[config.mk]
export PLATFORM = sky130hd
export DESIGN_NAME = hpm_div_stage
export DESIGN_NICKNAME = d
export VERILOG_FILES = /design/src/rtl/hpm_pkg.sv /design/src/rtl/hpm_div_stage.sv
export SDC_FILE = /design/constraint.sdc
export NUM_CORES = 1
export LEC_CHECK = 0
export ABC_AREA = 0
export BUFFER_PORTS_ARGS = -buffer_cell sky130_fd_sc_hd__buf_2
export CORE_AREA = 2 2 269 271
export CTS_CLUSTER_SIZE = 24
export DETAILED_ROUTE_END_ITERATION = 10
export DIE_AREA = 0 0 271 273
export PLACE_DENSITY_LB_ADDON = 0.15
export SYNTH_ARGS = -nofsm -noshare
export SYNTH_HDL_FRONTEND = slang
export SYNTH_SLANG_ARGS = --single-unit
[constraint.sdc]
create_clock -name clk -period 0.9 [get_ports clk]
set_input_delay 0.09 -clock clk [delete_from_list [all_inputs] [get_ports clk]]
set_output_delay 0.09 -clock clk [all_outputs]
set_load 0.02 [all_outputs]
[src/rtl/hpm_pkg.sv]
`default_nettype none
package hpm_pkg;

	localparam int COORD_WIDTH_DEF = 32;
	localparam int COORD_FRAC_DEF  = 16;
	localparam int COEF_WIDTH      = 32;
	localparam int COEF_FRAC       = 16;
	localparam int PERSP_FRAC      = 31;
	localparam int CFG_DATA_W      = 64;
	localparam int CFG_ADDR_W      = 6;

	localparam logic [63:0] ROW0_RST  = 64'h0001_0000_0000_0000;
	localparam logic [63:0] ROW1_RST  = 64'h0000_0000_0001_0000;
	localparam logic [63:0] TRANS_RST = 64'h0;
	localparam logic [63:0] PERSP_RST = 64'h0;
	localparam logic [31:0] SCALE_RST = 32'h0001_0000;

	typedef enum logic [2:0] {
		REG_ROW0  = 3'd0,
		REG_ROW1  = 3'd1,
		REG_TRANS = 3'd2,
		REG_PERSP = 3'd3,
		REG_SCALE = 3'd4
	} reg_idx_t;

	typedef struct packed {
		logic vld;
		logic neg0;
		logic neg1;
		logic ovf0;
		logic ovf1;
		logic zero;
	} div_ctrl_t;

endpackage
`default_nettype wire

[src/rtl/hpm_div_stage.sv]
`default_nettype none
module hpm_div_stage #(
	parameter int RW  = 97,
	parameter int DW  = 66,
	parameter int QW  = 32,
	parameter int BIT = 0
) (
	input  wire logic                clk,
	input  wire logic                arst_n,
	input  wire logic                en,
	input  wire hpm_pkg::div_ctrl_t  ctrl_i,
	input  wire logic [RW-1:0]       r0_i,
	input  wire logic [RW-1:0]       r1_i,
	input  wire logic [DW-1:0]       d_i,
	input  wire logic [QW-1:0]       q0_i,
	input  wire logic [QW-1:0]       q1_i,
	output hpm_pkg::div_ctrl_t       ctrl_o,
	output logic [RW-1:0]            r0_o,
	output logic [RW-1:0]            r1_o,
	output logic [DW-1:0]            d_o,
	output logic [QW-1:0]            q0_o,
	output logic [QW-1:0]            q1_o
);
	import hpm_pkg::*;

	localparam int EW = RW + QW + DW;

	logic [EW-1:0] dsh;
	logic [EW-1:0] r0e;
	logic [EW-1:0] r1e;
	logic          ge0;
	logic          ge1;
	div_ctrl_t     ctrl_s;
	logic [RW-1:0] r0_s;
	logic [RW-1:0] r1_s;
	logic [DW-1:0] d_s;
	logic [QW-1:0] q0_s;
	logic [QW-1:0] q1_s;

	assign dsh = EW'(d_i) << BIT;
	assign r0e = EW'(r0_i);
	assign r1e = EW'(r1_i);
	assign ge0 = r0e >= dsh;
	assign ge1 = r1e >= dsh;

	always_ff @(posedge clk or negedge arst_n) begin
		if (!arst_n) begin
			ctrl_s <= '0;
		end else if (en) begin
			ctrl_s <= ctrl_i;
		end
	end

	always_ff @(posedge clk) begin
		if (en) begin
			r0_s <= ge0 ? RW'(r0e - dsh) : r0_i;
			r1_s <= ge1 ? RW'(r1e - dsh) : r1_i;
			d_s  <= d_i;
			q0_s <= q0_i | (QW'(ge0) << BIT);
			q1_s <= q1_i | (QW'(ge1) << BIT);
		end
	end

	assign ctrl_o = ctrl_s;
	assign r0_o   = r0_s;
	assign r1_o   = r1_s;
	assign d_o    = d_s;
	assign q0_o   = q0_s;
	assign q1_o   = q1_s;

endmodule
`default_nettype wire

Word level (Yosys, flattened, before mapping)

Cells that the tools add are included.

Bitwise operators: 2
$lt $le $gt $ge: 2
Multiplexer cells: 2
Add/subtract/negate cells: 2

Operators by type and width:

| kind           | count |
|---|---|
| $ge 97x66->1   | 2 |
| $mux 97        | 2 |
| $sub 97x66->97 | 2 |
| $or 32x1->32   | 2 |

Input bits: 333
Logic and storage cells: 19
Output and inout bits: 330
Register bits: 330

Longest topological paths before layout

Depth after elaboration: 2
Depth in mapped cells: 15
Mapped depth without buffers: 14

Least setup slack after synthesis

Ideal clock, no wire load.

Kind: in2reg
Start: in r0_i[0]
End: reg r0_s[92] (netlist: r0_o[92]), data pin
Setup slack: -2.259 ns
Data arrival time: 2.899 ns
Cell stages on the path: 14
Data required time: 0.641 ns
Setup time: 0.259 ns
Path buffers: 0
Cells stage by stage: inv_1 ha_1 inv_1 fa_1 a21oi_1 o211ai_1 a22oi_1 nand2_1 a21oi_1 o21ai_0 a221o_1 a21oi_1 o2111ai_1 xnor2_1

Longest elaborated chain between the ends: 2
Elaborated cells on any way between the ends: 3
Classes of those cells: 1 x add/sub; 1 x order compare; 1 x mux

Ends and longest elaborated chain:

| item                                           | RTL line                                 | source |
|---|---|---|
| start, declared                                | hpm_div_stage.sv:12                      | `input wire logic [RW-1:0] r0_i,` |
| $sub 97x66->97 or $ge 97x66->1 (tied branches) | hpm_div_stage.sv:56, hpm_div_stage.sv:43 |  |
| $mux 97 *                                      | hpm_div_stage.sv:56                      | `r0_s <= ge0 ? RW'(r0e - dsh) : r0_i;` |
| end signal, assigned                           | hpm_div_stage.sv:56                      |  |
| end, declared                                  | hpm_div_stage.sv:34                      | `logic [RW-1:0] r0_s;` |

Mark *: on every way between the ends. The rest lies on a longest branch, timed or not.
A chain may end at the register's enable or synchronous reset.

Worst setup path after layout

Start: in r0_i[78]
End: reg r0_s[27] (netlist: r0_o[27]), data pin

Longest elaborated chain between the ends: 2

Ends and longest elaborated chain:

| item         | RTL line            | source |
|---|---|---|
| $ge 97x66->1 | hpm_div_stage.sv:43 | `assign ge0 = r0e >= dsh;` |
| $mux 97      | hpm_div_stage.sv:56 |  |

No other way between the ends.

==> impl_metrics.ini <==
[yosys]
synth.top_cell.area_share = 0.4453
synth_cells = 2226
netlist_top_cells_count = edfxtp_1, a21oi_1, nor2_1
netlist_top_cells_area = edfxtp_1, ha_1, a21oi_1
syn_nets = 2693
syn_area_um2 = 21850
yosysMostFrequentCell = edfxtp_1
yosysUniqueCellTypes = 77
yosys_warnings = 0
async_flop_share = 0.01818
synth_ff_type = edfxtp_1
syn_avg_cell_area_um2 = 9.816
yosysSeqAreaShare = 0.4522
synth_seq_cells = 330
synth-edff-count = 324
yosys.area.top_type = edfxtp_1

[timing]
worst_pin_slew_ps = 810.4
worst_slack_ps = -1917
rsz0062_at_grt = yes
fin_skew_ps = 0
slew_headroom = 0.4541
setup_viol = 699
slew_violations = 0
period_minus_slack_ps = 2817
min_period_over_period = 3.130
hold_violations = 0
fmax_mhz = 355.0

[critical_path]
path_max_fanout = 8
crit_slowest_cell = or4_4
crit_family = simple AND/OR/NAND/NOR gates
end_kind = register
crit_chain = buf_6 -> or4_4 -> or3_4 -> or2_4 -> or4_4 -> or3_4 -> a21oi_4 -> a21oi_4 -> buf_6 -> buf_16 -> mux2_4
cp.arrival_ps = 3130
critPathBufInv = 3
critPathKind = primary input to register
critPathLaunchType = primary input
required_ps = 1210
cpPeakStageDelay_ps = 540

[final_layout]
num-fill-cells = 6124
area_delta_synth_final_pct = 93.23
seq_area_um2 = 9879
drive_above_1_share = 0.5315
fin_util = 0.5947
final_nets = 4641
multi_input_area_um2 = 14110

[clock_network]
cts_buffers = 40
clock-sinks = 330
clk_pin_slew_ps = 70
clock_path_buffers = 3
clock_latency_ps = 570
cts-htree-levels = 2
clockRootBuffer = clkbuf_16
cts_tree = built

[pwr]
p_per_area_nw_per_um2 = 1382
p_sw_frac = 0.3302
power_frac_clock = 0.279
irDropWorstVdd_v = 0.001186
intPower_w = 0.03909
p_leak_nw = 18.73
combPwrFrac = 0.383
seqPwrFrac = 0.339
switchingPower_w = 0.01927

[floorplan]
coreArea_um2 = 71000
die_width_um = 271
die_y_um = 273
die-area_um2 = 73980
rows = 98
initial_core_util = 0.3078
pin_count = 663

[detailed_routing]
drt_wl_total_mm = 108.6
first_pass_iters = 7
drc = 0
viasPerCell = 4.933
drtAntennaViolNets = 0
wl_per_cell_um = 21.05
vias = 25470
drt_iter0_drc = 1478

[outcome]
outcome = finished, violations left
violations = negative setup slack

[grt]
grt-ovfl-total = 0
grt_pass1_vias = 26310
grt_max_degree = 28
grt_usage = 0.2766
antenna_found_initial = 12
grt_pass1_wl_mm = 156.6

[min_path]
hp-class = primary input to register

[placement]
gp_congestion = 0.9334
pre_cts_ws_ps = -2690
io_buffers = 662
dp.final_hpwl_mm = 83.34

[run]
maxCapViolations = 0
==> metrics by stage <==
stage          power [W]  TNS (ps)  cell area [um2]  cells  hold WS (ps)
2_1_floorplan    0.02889   -390590            22320   2226        -205.6
3_3_place_gp     0.03895   -504020            33520   4684        -86.76
3_5_place_dp     0.03905   -505560            33520   4684        -77.68
4_1_cts          0.05748   -487170            40250   5131        -1.106
5_1_grt          0.06082   -500650            42220   5161         4.617
6_report         0.05836   -486110            42220   5162         10.97
==> what timing repair did <==
action,4_1_cts,5_1_grt
buffers inserted,43,33
gates cloned,13,5
endpoints found under the setup margin,526,699
endpoints found under the hold margin,344,1
pin swaps,97,130
hold buffers,320,1
resized for setup,335,362
==> state kept, by name, summed over array words and instances, names as in the netlist <==
name	cells
q1_o	32
r0_o	97
r1_o	97
d_o	66
q0_o	32
ctrl_o	6
==> power by group through the flow <==
stage	Combinational (W)	Clock, W	Sequential, W
after detailed placement	0.0190	0	0.0200
after floorplan	0.00663	0	0.0223
after CTS	0.0212	0.0165	0.0198
after global placement	0.0189	0	0.0201
after global routing	0.0238	0.0171	0.0199
final	0.0223	0.0163	0.0198
==> cell usage in the layout (no fill, tap or decap), types with 50 or more instances in the layout <==
cell	netlist	layout
buf_4	0	910
buf_2	14	630
edfxtp_1	324	324
dlygate4sd3_1	0	321
a21oi_1	298	227
nor2_1	227	148
nand2_1	157	135
xnor2_1	129	110
inv_1	118	75
buf_6	12	71
a21o_1	69	69
o21ai_0	90	68
ha_1	132	68
a21oi_2	3	61
ha_4	0	61
nand4_1	60	60
xor2_1	58	54
nor2_4	0	50
==> layout make-up <==
class                           instances  share of cell area
Tap cell                              950             0.02815
Timing Repair Buffer                 1992              0.3618
Sequential cell                       330              0.2340
Clock inverter                         26            0.005512
Clock buffer                           47             0.02483
Antenna cell                            7           0.0004149
Inverter                              118             0.01105
Multi-Input combinational cell       1692              0.3342
==> logic make-up (layout without fill, tap and decap cells) <==
kind of cell,after synthesis,in the layout,share of synthesized area
AO/OA/AOI/OAI,637,638,0.1786
multiplexers,43,43,0.02508
AND/OR/NAND/NOR,690,690,0.1516
flip-flops,330,330,0.4522
other,0,7,0
XOR/XNOR,187,187,0.07496
buffers and inverters,205,2183,0.04014
adder cells (fa/ha/maj),134,134,0.07742
==> layer usage <==
layer	track usage	vias up	part of all wire
met1	0.3424	12320	0.42
li1	-	12190	-
met2	0.4945	774	0.50
met5	0	-	0.00024
met4	0.07880	4	0.030
met3	0.04543	173	0.054
==> final timing paths <==
| path | slack, ps | endpoint | from | cells past startpoint |
|---|---|---|---|---|
| worst max-delay path | -1920 | r0_o[27] | r0_i[78] | 11 |
| worst min-delay path | 10 | r0_o[74] | r0_i[74] | 3 |
| worst max register to register | 140 | ctrl_o[3] | ctrl_o[3] | 1 |
| worst min register to register | 510 | ctrl_o[1] | ctrl_o[1] | 1 |
| max in group asynchronous | 200 | ctrl_o[0] | arst_n | 3 |
| min in group asynchronous | 480 | ctrl_o[3] | arst_n | 3 |
==> tightest hold or removal path: stages <==
cell	delay, ps
buf_2	110
buf_4	160
xnor2_2	120
Note: power is estimated with default switching activity, not from simulation.
